==> src/sv/jssd_pkg.sv <==
// joystick servo slew driver: shared types, register codes and constants
// used by jssd_lane, jssd_merge and joystick_servo_slew_driver_top
// no dependencies
`default_nettype none

package jssd_pkg;

  localparam int unsigned CFG_IDX_W  = 3;
  localparam int unsigned CFG_DATA_W = 15;

  localparam int unsigned DEAD_BAND_W = 11;
  localparam int unsigned CENTER_W    = 12;
  localparam int unsigned STEP_W      = 8;
  localparam int unsigned PULSE_W     = 15;
  localparam int unsigned ANGLE_W     = 8;
  localparam int unsigned DUTY_W      = 16;

  localparam int unsigned FULL_ANGLE  = 180;
  localparam int unsigned ANGLE_RESET = 90;

  localparam logic [DEAD_BAND_W-1:0] DEAD_BAND_RESET = 11'd150;
  localparam logic [CENTER_W-1:0]    CENTER_RESET    = 12'd2048;
  localparam logic [STEP_W-1:0]      STEP_RESET      = 8'd3;
  localparam logic [PULSE_W-1:0]     PULSE_MIN_RESET = 15'd500;
  localparam logic [PULSE_W-1:0]     PULSE_MAX_RESET = 15'd2500;

  // exact floor(x / 180) for x below 2^(PULSE_W + ANGLE_W)
  localparam int unsigned     DIV180_SHIFT  = PULSE_W + 2 * ANGLE_W;
  localparam longint unsigned DIV180_MULT   =
    ((64'd1 << DIV180_SHIFT) + 64'(FULL_ANGLE) - 64'd1) / 64'(FULL_ANGLE);
  localparam int unsigned     DIV180_MULT_W = $clog2(DIV180_MULT + 64'd1);

  typedef enum logic [CFG_IDX_W-1:0] {
    REG_DEAD_BAND    = 3'd0,
    REG_STICK_CENTER = 3'd1,
    REG_SLEW_STEP    = 3'd2,
    REG_PULSE_MIN    = 3'd3,
    REG_PULSE_MAX    = 3'd4
  } cfg_idx_e;

  typedef enum logic [2:0] {
    ST_IDLE,
    ST_AIM,
    ST_SLEW,
    ST_SPAN,
    ST_PULSE,
    ST_EST,
    ST_CHECK,
    ST_DONE
  } state_e;

  typedef struct packed {
    logic [DEAD_BAND_W-1:0] dead_band;
    logic [CENTER_W-1:0]    stick_center;
    logic [STEP_W-1:0]      slew_step;
    logic [PULSE_W-1:0]     pulse_min_us;
    logic [PULSE_W-1:0]     pulse_max_us;
  } cfg_t;

  typedef struct packed {
    logic load;
    logic aim;
    logic slew;
    logic span;
    logic pulse;
    logic est;
    logic check;
  } lane_ctrl_t;

endpackage

`default_nettype wire

==> src/sv/jssd_lane.sv <==
// one axis lane: dead band test, target scaling, slew limiting and
// angle to duty conversion, one step per enable from the control struct
// depends on jssd_pkg
`default_nettype none

module jssd_lane #(
  parameter int unsigned SAMPLE_BITS = 12,
  parameter int unsigned DUTY_BITS   = 16,
  parameter int unsigned PERIOD_US   = 20000
) (
  input  logic                           clk_i,
  input  logic                           rst_ni,
  input  jssd_pkg::lane_ctrl_t           ctrl_i,
  input  jssd_pkg::cfg_t                 cfg_i,
  input  logic [SAMPLE_BITS-1:0]         sample_i,
  output logic [jssd_pkg::ANGLE_W-1:0]   angle_o,
  output logic [jssd_pkg::DUTY_W-1:0]    duty_o
);
  import jssd_pkg::*;

  localparam int unsigned SAMPLE_MAX = (1 << SAMPLE_BITS) - 1;
  localparam int unsigned PROD_W     = SAMPLE_BITS + ANGLE_W;
  localparam int unsigned DIST_W     =
    ((SAMPLE_BITS > CENTER_W) ? SAMPLE_BITS : CENTER_W) + 1;
  localparam int unsigned X_W        = PULSE_W + ANGLE_W;
  localparam int unsigned XM_W       = X_W + DIV180_MULT_W;
  localparam longint unsigned DUTY_FULL = (64'd1 << DUTY_BITS) - 64'd1;
  localparam int unsigned NUM_W      = PULSE_W + DUTY_BITS;
  localparam longint unsigned KF     = (DUTY_FULL << PULSE_W) / 64'(PERIOD_US);
  localparam int unsigned KF_W       = $clog2(KF + 64'd1);
  localparam int unsigned EP_W       = PULSE_W + KF_W;

  logic [PROD_W-1:0]  prod_d, prod_q;
  logic               hit_d, hit_q;
  logic [ANGLE_W-1:0] target_d, target_q;
  logic [ANGLE_W-1:0] angle_d, angle_q;
  logic [X_W-1:0]     x_d, x_q;
  logic [PULSE_W-1:0] us_d, us_q;
  logic [KF_W-1:0]    est_d, est_q;
  logic [NUM_W-1:0]   num_d, num_q;
  logic [NUM_W-1:0]   chk_d, chk_q;

  logic [DIST_W-1:0]  s_ext, c_ext, offset;
  logic [ANGLE_W-1:0] q0, aim_val;
  logic [PROD_W-1:0]  back, rem;
  logic [ANGLE_W-1:0] diff;
  logic [PULSE_W-1:0] span;
  logic [XM_W-1:0]    xm;
  logic [EP_W-1:0]    est_prod;
  logic [NUM_W-1:0]   rem2, quo, sat;

  // dead band test and sample scaling product
  assign s_ext  = DIST_W'(sample_i);
  assign c_ext  = DIST_W'(cfg_i.stick_center);
  assign offset = (s_ext >= c_ext) ? (s_ext - c_ext) : (c_ext - s_ext);
  assign hit_d  = offset > DIST_W'(cfg_i.dead_band);
  assign prod_d = PROD_W'(sample_i) * PROD_W'(FULL_ANGLE);

  // divide by 2^n - 1: shift estimate plus one correction
  assign q0       = prod_q[PROD_W-1:SAMPLE_BITS];
  assign back     = {q0, {SAMPLE_BITS{1'b0}}} - PROD_W'(q0);
  assign rem      = prod_q - back;
  assign aim_val  = q0 + ANGLE_W'(rem >= PROD_W'(SAMPLE_MAX));
  assign target_d = hit_q ? aim_val : target_q;

  always_comb begin
    diff    = '0;
    angle_d = angle_q;
    if (angle_q < target_q) begin
      diff    = target_q - angle_q;
      angle_d = (diff <= cfg_i.slew_step) ? target_q : angle_q + cfg_i.slew_step;
    end else if (angle_q > target_q) begin
      diff    = angle_q - target_q;
      angle_d = (diff <= cfg_i.slew_step) ? target_q : angle_q - cfg_i.slew_step;
    end
  end

  assign span = (cfg_i.pulse_max_us >= cfg_i.pulse_min_us) ?
                (cfg_i.pulse_max_us - cfg_i.pulse_min_us) : '0;
  assign x_d  = X_W'(span) * X_W'(angle_q);

  assign xm   = XM_W'(x_q) * XM_W'(DIV180_MULT);
  assign us_d = cfg_i.pulse_min_us + xm[DIV180_SHIFT +: PULSE_W];

  // duty = us * full scale / PERIOD_US via reciprocal estimate and one correction
  assign est_prod = EP_W'(us_q) * EP_W'(KF);
  assign est_d    = est_prod[EP_W-1:PULSE_W];
  assign num_d    = NUM_W'(us_q) * NUM_W'(DUTY_FULL);
  assign chk_d    = NUM_W'(est_q) * NUM_W'(PERIOD_US);

  assign rem2 = num_q - chk_q;
  assign quo  = NUM_W'(est_q) + NUM_W'(rem2 >= NUM_W'(PERIOD_US));
  assign sat  = (quo > NUM_W'(DUTY_FULL)) ? NUM_W'(DUTY_FULL) : quo;

  assign duty_o  = sat[DUTY_W-1:0];
  assign angle_o = angle_q;

  always_ff @(posedge clk_i or negedge rst_ni) begin
    if (!rst_ni) begin
      target_q <= ANGLE_W'(ANGLE_RESET);
      angle_q  <= ANGLE_W'(ANGLE_RESET);
    end else begin
      if (ctrl_i.aim) begin
        target_q <= target_d;
      end
      if (ctrl_i.slew) begin
        angle_q <= angle_d;
      end
    end
  end

  always_ff @(posedge clk_i) begin
    if (ctrl_i.load) begin
      prod_q <= prod_d;
      hit_q  <= hit_d;
    end
    if (ctrl_i.span) begin
      x_q <= x_d;
    end
    if (ctrl_i.pulse) begin
      us_q <= us_d;
    end
    if (ctrl_i.est) begin
      est_q <= est_d;
      num_q <= num_d;
    end
    if (ctrl_i.check) begin
      chk_q <= chk_d;
    end
  end

endmodule

`default_nettype wire

==> src/sv/jssd_merge.sv <==
// merge stage: button edge detection, channel pair toggle and the output
// register that combines both lane results into one transaction
// depends on jssd_pkg
`default_nettype none

module jssd_merge (
  input  logic                          clk_i,
  input  logic                          rst_ni,
  input  logic                          accept_i,
  input  logic                          button_i,
  input  logic                          load_i,
  input  logic [jssd_pkg::DUTY_W-1:0]   duty_x_i,
  input  logic [jssd_pkg::DUTY_W-1:0]   duty_y_i,
  input  logic [jssd_pkg::ANGLE_W-1:0]  angle_x_i,
  input  logic [jssd_pkg::ANGLE_W-1:0]  angle_y_i,
  input  logic                          out_ready_i,
  output logic                          free_o,
  output logic                          out_valid_o,
  output logic [jssd_pkg::DUTY_W-1:0]   duty_x_o,
  output logic [jssd_pkg::DUTY_W-1:0]   duty_y_o,
  output logic                          pair_select_o,
  output logic [jssd_pkg::ANGLE_W-1:0]  angle_x_now_o,
  output logic [jssd_pkg::ANGLE_W-1:0]  angle_y_now_o
);
  import jssd_pkg::*;

  logic               prev_q, prev_d;
  logic               pair_q, pair_d;
  logic               valid_q, valid_d;
  logic [DUTY_W-1:0]  duty_x_q, duty_y_q;
  logic [ANGLE_W-1:0] angle_x_q, angle_y_q;
  logic               sel_q;

  // falling edge of the active low button
  assign pair_d  = (accept_i && !button_i && prev_q) ? !pair_q : pair_q;
  assign prev_d  = accept_i ? button_i : prev_q;
  assign free_o  = !valid_q || out_ready_i;
  assign valid_d = load_i ? 1'b1 : (out_ready_i ? 1'b0 : valid_q);

  always_ff @(posedge clk_i or negedge rst_ni) begin
    if (!rst_ni) begin
      prev_q  <= 1'b1;
      pair_q  <= 1'b0;
      valid_q <= 1'b0;
    end else begin
      prev_q  <= prev_d;
      pair_q  <= pair_d;
      valid_q <= valid_d;
    end
  end

  always_ff @(posedge clk_i) begin
    if (load_i) begin
      duty_x_q  <= duty_x_i;
      duty_y_q  <= duty_y_i;
      angle_x_q <= angle_x_i;
      angle_y_q <= angle_y_i;
      sel_q     <= pair_q;
    end
  end

  assign out_valid_o   = valid_q;
  assign duty_x_o      = duty_x_q;
  assign duty_y_o      = duty_y_q;
  assign pair_select_o = sel_q;
  assign angle_x_now_o = angle_x_q;
  assign angle_y_now_o = angle_y_q;

endmodule

`default_nettype wire

==> src/sv/joystick_servo_slew_driver_top.sv <==
// top level of the joystick servo slew driver: configuration registers,
// step sequencer, X and Y lanes and the merge stage
// depends on jssd_pkg, jssd_lane, jssd_merge
`default_nettype none

// One input transaction carries an X and Y joystick sample and the button
// level; one output transaction returns both servo duties, the selected
// channel pair and the two angles after the tick. Both axes run in their own
// lane in parallel, stepped by one shared sequencer through dead band test,
// target scaling, slew, pulse width and duty steps. After acceptance the
// sequencer runs through its seven steps, AIM, SLEW, SPAN, PULSE, EST, CHECK
// and DONE, before it can accept the next item; a stalled output holds the
// sequencer in its last step. A new item is accepted while the previous
// result still waits in the output register.
module joystick_servo_slew_driver_top #(
  parameter int unsigned SAMPLE_BITS = 12,
  parameter int unsigned DUTY_BITS   = 16,
  parameter int unsigned PERIOD_US   = 20000
) (
  input  logic                             clk_i,
  input  logic                             rst_ni,
  input  logic                             cfg_we_i,
  input  logic [jssd_pkg::CFG_IDX_W-1:0]   cfg_idx_i,
  input  logic [jssd_pkg::CFG_DATA_W-1:0]  cfg_data_i,
  input  logic                             in_valid_i,
  output logic                             in_ready_o,
  input  logic [SAMPLE_BITS-1:0]           x_sample_i,
  input  logic [SAMPLE_BITS-1:0]           y_sample_i,
  input  logic                             button_level_i,
  output logic                             out_valid_o,
  input  logic                             out_ready_i,
  output logic [jssd_pkg::DUTY_W-1:0]      duty_x_o,
  output logic [jssd_pkg::DUTY_W-1:0]      duty_y_o,
  output logic                             pair_select_o,
  output logic [jssd_pkg::ANGLE_W-1:0]     angle_x_now_o,
  output logic [jssd_pkg::ANGLE_W-1:0]     angle_y_now_o
);
  import jssd_pkg::*;

  cfg_t       cfg_q, cfg_d;
  state_e     state_q, state_d;
  lane_ctrl_t ctrl;
  logic       accept;
  logic       load_out;
  logic       out_free;

  logic [DUTY_W-1:0]  duty_x, duty_y;
  logic [ANGLE_W-1:0] angle_x, angle_y;

  always_comb begin
    cfg_d = cfg_q;
    if (cfg_we_i) begin
      unique case (cfg_idx_e'(cfg_idx_i))
        REG_DEAD_BAND:    cfg_d.dead_band    = cfg_data_i[DEAD_BAND_W-1:0];
        REG_STICK_CENTER: cfg_d.stick_center = cfg_data_i[CENTER_W-1:0];
        REG_SLEW_STEP:    cfg_d.slew_step    = cfg_data_i[STEP_W-1:0];
        REG_PULSE_MIN:    cfg_d.pulse_min_us = cfg_data_i[PULSE_W-1:0];
        REG_PULSE_MAX:    cfg_d.pulse_max_us = cfg_data_i[PULSE_W-1:0];
        default:          cfg_d = cfg_q;
      endcase
    end
  end

  always_ff @(posedge clk_i or negedge rst_ni) begin
    if (!rst_ni) begin
      cfg_q.dead_band    <= DEAD_BAND_RESET;
      cfg_q.stick_center <= CENTER_RESET;
      cfg_q.slew_step    <= STEP_RESET;
      cfg_q.pulse_min_us <= PULSE_MIN_RESET;
      cfg_q.pulse_max_us <= PULSE_MAX_RESET;
    end else begin
      cfg_q <= cfg_d;
    end
  end

  // sequencer next state
  always_comb begin
    state_d = state_q;
    unique case (state_q)
      ST_IDLE:  state_d = in_valid_i ? ST_AIM : ST_IDLE;
      ST_AIM:   state_d = ST_SLEW;
      ST_SLEW:  state_d = ST_SPAN;
      ST_SPAN:  state_d = ST_PULSE;
      ST_PULSE: state_d = ST_EST;
      ST_EST:   state_d = ST_CHECK;
      ST_CHECK: state_d = ST_DONE;
      ST_DONE:  state_d = out_free ? ST_IDLE : ST_DONE;
      default:  state_d = ST_IDLE;
    endcase
  end

  // sequencer outputs
  always_comb begin
    ctrl       = '0;
    in_ready_o = 1'b0;
    load_out   = 1'b0;
    unique case (state_q)
      ST_IDLE: begin
        in_ready_o = 1'b1;
        ctrl.load  = in_valid_i;
      end
      ST_AIM:   ctrl.aim   = 1'b1;
      ST_SLEW:  ctrl.slew  = 1'b1;
      ST_SPAN:  ctrl.span  = 1'b1;
      ST_PULSE: ctrl.pulse = 1'b1;
      ST_EST:   ctrl.est   = 1'b1;
      ST_CHECK: ctrl.check = 1'b1;
      ST_DONE:  load_out   = out_free;
      default:  ctrl       = '0;
    endcase
  end

  assign accept = in_valid_i && in_ready_o;

  always_ff @(posedge clk_i or negedge rst_ni) begin
    if (!rst_ni) begin
      state_q <= ST_IDLE;
    end else begin
      state_q <= state_d;
    end
  end

  jssd_lane #(
    .SAMPLE_BITS (SAMPLE_BITS),
    .DUTY_BITS   (DUTY_BITS),
    .PERIOD_US   (PERIOD_US)
  ) u_lane_x (
    .clk_i    (clk_i),
    .rst_ni   (rst_ni),
    .ctrl_i   (ctrl),
    .cfg_i    (cfg_q),
    .sample_i (x_sample_i),
    .angle_o  (angle_x),
    .duty_o   (duty_x)
  );

  jssd_lane #(
    .SAMPLE_BITS (SAMPLE_BITS),
    .DUTY_BITS   (DUTY_BITS),
    .PERIOD_US   (PERIOD_US)
  ) u_lane_y (
    .clk_i    (clk_i),
    .rst_ni   (rst_ni),
    .ctrl_i   (ctrl),
    .cfg_i    (cfg_q),
    .sample_i (y_sample_i),
    .angle_o  (angle_y),
    .duty_o   (duty_y)
  );

  jssd_merge u_merge (
    .clk_i         (clk_i),
    .rst_ni        (rst_ni),
    .accept_i      (accept),
    .button_i      (button_level_i),
    .load_i        (load_out),
    .duty_x_i      (duty_x),
    .duty_y_i      (duty_y),
    .angle_x_i     (angle_x),
    .angle_y_i     (angle_y),
    .out_ready_i   (out_ready_i),
    .free_o        (out_free),
    .out_valid_o   (out_valid_o),
    .duty_x_o      (duty_x_o),
    .duty_y_o      (duty_y_o),
    .pair_select_o (pair_select_o),
    .angle_x_now_o (angle_x_now_o),
    .angle_y_now_o (angle_y_now_o)
  );

  a_accept_starts: assert property (@(posedge clk_i) disable iff (!rst_ni)
    accept |=> state_q == ST_AIM)
    else $error("accepted transaction did not start the sequencer");

  a_result_from_done: assert property (@(posedge clk_i) disable iff (!rst_ni)
    $rose(out_valid_o) |-> $past(state_q) == ST_DONE)
    else $error("result appeared without a finished sequence");

  a_angle_range: assert property (@(posedge clk_i) disable iff (!rst_ni)
    out_valid_o |-> (angle_x_now_o <= ANGLE_W'(FULL_ANGLE)) &&
                    (angle_y_now_o <= ANGLE_W'(FULL_ANGLE)))
    else $error("angle out of range");

endmodule

`default_nettype wire
==> config.mk <==
export PLATFORM = sky130hd
export DESIGN_NAME = joystick_servo_slew_driver_top
export DESIGN_NICKNAME = d
export VERILOG_FILES = /design/src/sv/jssd_pkg.sv /design/src/sv/jssd_lane.sv /design/src/sv/jssd_merge.sv /design/src/sv/joystick_servo_slew_driver_top.sv
export SDC_FILE = /design/constraint.sdc
export NUM_CORES = 2
export LEC_CHECK = 0
export ABC_AREA = 0
export ABC_CLOCK_PERIOD_IN_PS = 18600
export BUFFER_PORTS_ARGS = -buffer_cell sky130_fd_sc_hd__buf_2
export CAP_MARGIN = 10
export CORE_ASPECT_RATIO = 1.4
export CORE_MARGIN = 3
export CORE_UTILIZATION = 25
export CTS_BUF_LIST = sky130_fd_sc_hd__clkbuf_4 sky130_fd_sc_hd__clkbuf_8 sky130_fd_sc_hd__clkbuf_16
export CTS_CLUSTER_SIZE = 28
export DETAILED_ROUTE_END_ITERATION = 8
export SLEW_MARGIN = 20
export SYNTH_ARGS = -nofsm -noshare
export SYNTH_HDL_FRONTEND = slang
export SYNTH_SLANG_ARGS = --single-unit
export TNS_END_PERCENT = 30
==> constraint.sdc <==
create_clock -name clk_i -period 18.6 [get_ports clk_i]
set_clock_uncertainty 0.15 [all_clocks]
set_input_delay 0.93 -clock clk_i [delete_from_list [all_inputs] [get_ports clk_i]]
set_output_delay 0.93 -clock clk_i [all_outputs]
set_load 0.02 [all_outputs]
Word level (Yosys, flattened, before mapping):

Cells that the tools add are included.
W data, S select, Z words.

* add/subtract/negate cells: 25
* multiply operators: 12
* magnitude comparators: 19
* equality and inequality tests: 11
* mux-type cells: 25
* reductions and logical operators: 21

Operators by type and width (number)
* $mul A23 B24 Y46 const B: 2
* $mux W8: 8
* $ge A31 B15 Y1 const B: 2
* $gt A31 B16 Y1 const B: 2
* $mul A15 B16 Y31 const B: 2
* $sub A31 B31 Y31: 2
* $mul A15 B15 Y30 const B: 2
* $mul A17 B10 Y26 const B: 2
* $sub A12 B12 Y13: 4
* $sub A8 B8 Y8: 6
* $mul A15 B8 Y23: 2
* $ge A20 B12 Y1 const B: 2
* $sub A20 B20 Y20: 2
* $sub A20 B8 Y20: 2
* $add A17 B1 Y18: 2
* $mul A12 B6 Y18 const B: 2
* $le A8 B8 Y1: 4
* $add A15 B15 Y15: 2
* $gt A13 B11 Y1: 2
* $mux W13: 2
* $ge A12 B12 Y1: 2
* $pmux W3 S8: 1
* $reduce_and A2 Y1: 9
* $add A8 B1 Y8: 2
* 16 further kinds: 45

* register bits after elaboration: 410
* bits of input ports: 48
* output and inout port bits: 51
* logic and storage cells: 145

Logic depth before layout (Yosys ltp):

* depth after elaboration: 5
* depth in mapped cells: 35
* depth with buffers taken out: 35

Hierarchy:

From an unflattened synthesis, not the netlist that was laid out.

* cells, all modules: 7234
* area, all modules: 70926.8 um^2

By module, submodules not included
* jssd_lane (u_lane_y): instances 1, cells an instance 3536, area each 33478.4 um^2, sequential area each 4194.0 um^2
* jssd_lane (u_lane_x): instances 1, cells an instance 3486, area each 33106.8 um^2, sequential area each 4194.0 um^2
* joystick_servo_slew_driver_top: instances 1, cells an instance 155, area each 2750.1 um^2, sequential area each 1624.1 um^2
* jssd_merge: instances 1, cells an instance 57, area each 1591.5 um^2, sequential area each 1547.7 um^2

Worst setup path after synthesis:

Ideal clock, no wire load.

* path kind: flip-flop to flip-flop
* from: reg u_lane_y.x_q[6]
* to: reg u_lane_y.us_q[14] (data pin)
* library setup time: 0.260 ns
* arrival time: 7.478 ns
* required time: 18.190 ns
* slack: 10.712 ns
* cell stages (with the launch flop): 32
* buffers on the path: 0
* clock period less this slack: 7.888 ns
* path through: edfxtp_1 > ha_1 > inv_1 > fa_1 > fa_1 > inv_1 > fa_1 > inv_1 > fa_1 > inv_1 > fa_1 > fa_1 > ha_1 > and4_1 > a211o_1 > a211oi_1 > o21ai_0 > a41o_1 > a21oi_1 > o21bai_1 > xor2_1 > fa_1 > a21o_1 > a21oi_1 > o21a_1 > o211ai_1 > nand2_1 > o21ai_0 > o21a_1 > nor2_1 > xnor2_1 > xnor2_1

* word-level cells in the longest chain between the ends: 2

RTL lines
* start, declared: RTL line jssd_lane.sv:37 `logic [X_W-1:0] x_d, x_q;`
* start signal, assigned: RTL line jssd_lane.sv:118 `x_q <= x_d;`
* $mul A23 B24 Y46: RTL line jssd_lane.sv:82 `assign xm = XM_W'(x_q) * XM_W'(DIV180_MULT);`
* $add A15 B15 Y15: RTL line jssd_lane.sv:83 `assign us_d = cfg_i.pulse_min_us + xm[DIV180_SHIFT +: PULSE_W];`
* named net u_lane_y.us_d[14]: RTL line jssd_lane.sv:38 `logic [PULSE_W-1:0] us_d, us_q;`
* end signal, assigned: RTL line jssd_lane.sv:121 `us_q <= us_d;`
* end, declared: RTL line jssd_lane.sv:38

The timed path passes the listed nets, and every way through them passes these cells.
A chain may end at the register's enable or synchronous reset.

Worst setup path in the final report:

* from: reg u_lane_y.x_q[17]
* to: reg u_lane_y.us_q[14] (data pin)

The elaborated chain is that of the path after synthesis.

==> impl_metrics.yaml <==
synth:
  synth_edf_count: 301
  avgSynthCellArea_um2: 9.77
  syn_nets: 9473
  yosys_warnings: 0
  ys_types: 97
  syn-cell-area_um2: 70000
  synth_cells: 7163
  yosysSeqAreaShare: 0.165
  ys_ff_latch: 400
  async_reset_ff_frac: 0.248
  synth_flop_cell: "edfxtp_1"
cts:
  cts_tree: "yes"
  path_clk_slew_ns: 0.06
  cts_resized: 0
  cts_sinks: 400
  holdBufCountCts: 0
  cts_setup_buffers: 0
  insertion_delay_ns: 0.69
  h-tree-depth: 2
  cts_buffers: 55
  clockRootBuffer: "clkbuf_16"
  clk_path_buf_depth: 3
detailed_routing:
  vias_per_cell: 4.40
  initialDrtViolationCount: 1845
  drc_errors: 0
  dr.pass1.iters: 6
  wire_per_inst_um: 15.5
  ant_nets: 0
  drt-total-wl_um: 170000
  dr_total_vias: 48394
setup_path:
  start_kind: "register"
  cpPeakStageDelay_ns: 0.56
  worstSetupPathType: "reg -> reg"
  arrival_ns: 8.88
  crit_top_cell: "fa_1"
  cp_max_fo: 5
  rr_startpoint: "u_lane_y.x_q[17]"
  required_ns: 18.89
  crit_start: "u_lane_y.x_q[17]"
  cp-end-kind: "register"
  slowest_stage: "edfxtp_1"
timing:
  slew_headroom: 0.313
  hold_violations: 0
  rsz0062_at_grt: "no"
  drv_slew: 0
  setup_violations: 0
  final.setup.tns_ns: 0
  fmax_mhz: 116
  finalCriticalPeriod_ns: 8.59
  period_share: 0.462
  tightest_slew_ns: 1.03
die:
  start_util: 0.251
  die_area_um2: 286000
  rows: 229
  core_area_um2: 278000
  die_y_um: 632
  io_pins: 99
  die_x_um: 453
global_routing:
  overflow: 0
  antenna_found_initial: 5
  grt_pass1_vias: 51372
  grt_pass1_wl_um: 273000
  grt_use_total: 0.120
  grt_max_degree: 78
cells_and_area:
  final_common_cell: "inv_1"
  drive_gt1_frac: 0.0502
  nets: 9571
  instances_no_fill: 11005
  final_cell_mix: "inv_1, ha_1, fa_1, nand2_1, edfxtp_1"
  fill_cells: 29354
  stdcell_area_um2: 76900
  synthToLayoutAreaGrowth_pct: 9.88
  fin_util: 0.276
placement:
  place_area_um2: 75000
  gp_congestion: 0.900
  hpwl_um: 147000
  post-place-cells: 10900
  port_buffers: 98
flow_run:
  drv_cap: 0
min_path:
  holdCritPathClass: "in -> async"
status:
  status: "finished, final reports clean"
-- registers in the layout, indices dropped and copies added, names as in the netlist, 3 cells and up --
| signal | cells |
|---|---|
| cfg_q | 61 |
| state_q | 3 |
| u_lane_x.angle_o | 8 |
| u_lane_x.chk_q | 26 |
| u_lane_x.est_q | 17 |
| u_lane_x.num_q | 26 |
| u_lane_x.prod_q | 18 |
| u_lane_x.target_q | 8 |
| u_lane_x.us_q | 15 |
| u_lane_x.x_q | 23 |
| u_lane_y.angle_o | 8 |
| u_lane_y.chk_q | 26 |
| u_lane_y.est_q | 17 |
| u_lane_y.num_q | 26 |
| u_lane_y.prod_q | 18 |
| u_lane_y.target_q | 8 |
| u_lane_y.us_q | 15 |
| u_lane_y.x_q | 23 |
| u_merge.angle_x_now_o | 8 |
| u_merge.angle_y_now_o | 8 |
| u_merge.duty_x_o | 16 |
| u_merge.duty_y_o | 16 |
-- worst max-delay path, delay by kind of cell (launching register included) --
kind,cells,cell delay [ns]
compound gates,10,2.18
buf+inv,4,0.22
fa+ha+maj,9,4.25
xor+xnor,3,0.54
simple gates,3,0.42
flops,1,0.56
-- final cells by class --
cell class,instances,area [um2],area share
multi-input cells,5021,51900,0.675
flip-flops and latches,400,11600,0.150
inverters,1656,6220,0.0809
well taps,3696,4620,0.0602
clock buffers,70,1550,0.0202
repair buffers,127,711,0.00924
clock inverters,33,330,0.00430
diodes,2,5.00,0.0000651
-- kinds of logic after synthesis --
group                      after synthesis  share of synthesized area
AOI/OAI and AO/OA                     1073                      0.100
xor gates and xnor gates               387                     0.0486
adders and majority gates             2264                      0.497
buffers and inverters                 1742                     0.0941
DFF                                    400                      0.165
muxes                                   64                    0.00996
and+or+nand+nor                       1233                     0.0848
-- metal layers --
metal / track usage / wire, um / share of wire
met5: 0 / 29 / 0.00017
met4: 0.0505 / 7840 / 0.046
met3: 0.0128 / 4800 / 0.028
met2: 0.227 / 89000 / 0.52
met1: 0.134 / 68400 / 0.40
-- cells in the mapped netlist (50+ instances only) --
cell,instances,area [um2]
edfxtp_1,301,9040
o21a_1,55,413
o21bai_1,67,503
ha_1,1403,17600
o21ai_0,229,1150
a21oi_1,290,1450
clkbuf_1,62,233
xor2_1,113,990
and3_1,50,313
nand3_1,86,430
inv_1,1652,6200
nor2_1,259,972
nor3_1,204,1020
nand2_1,350,1310
a21o_1,146,1100
xnor2_1,273,2390
nor2b_1,52,325
fa_1,859,17200
dfrtp_1,64,1600
-- metrics by stage --
stage	hold slack (ns)	worst slack, ns
finish	0.0538	10.01
global route	0.0415	9.46
CTS	0.00671	9.97
detailed placement	0.316	9.96
global placement	0.308	10.04
floorplan	0.291	10.71
-- final timing paths --
kind	endpoint	slack, ns	cells after the start
max in group asynchronous	cfg_q[15]	16.91	2
min in group clk_i	u_merge.pair_q	0.31	1
max reg2reg	u_lane_y.us_q[14]	10.01	29
min reg2reg	u_merge.pair_q	0.31	1
max	u_lane_y.us_q[14]	10.01	29
min	u_lane_y.target_q[5]	0.05	1
Power is left out: the tool's default activity adds up to more than one toggle a clock period on the data nets, which glitch-free logic cannot reach.
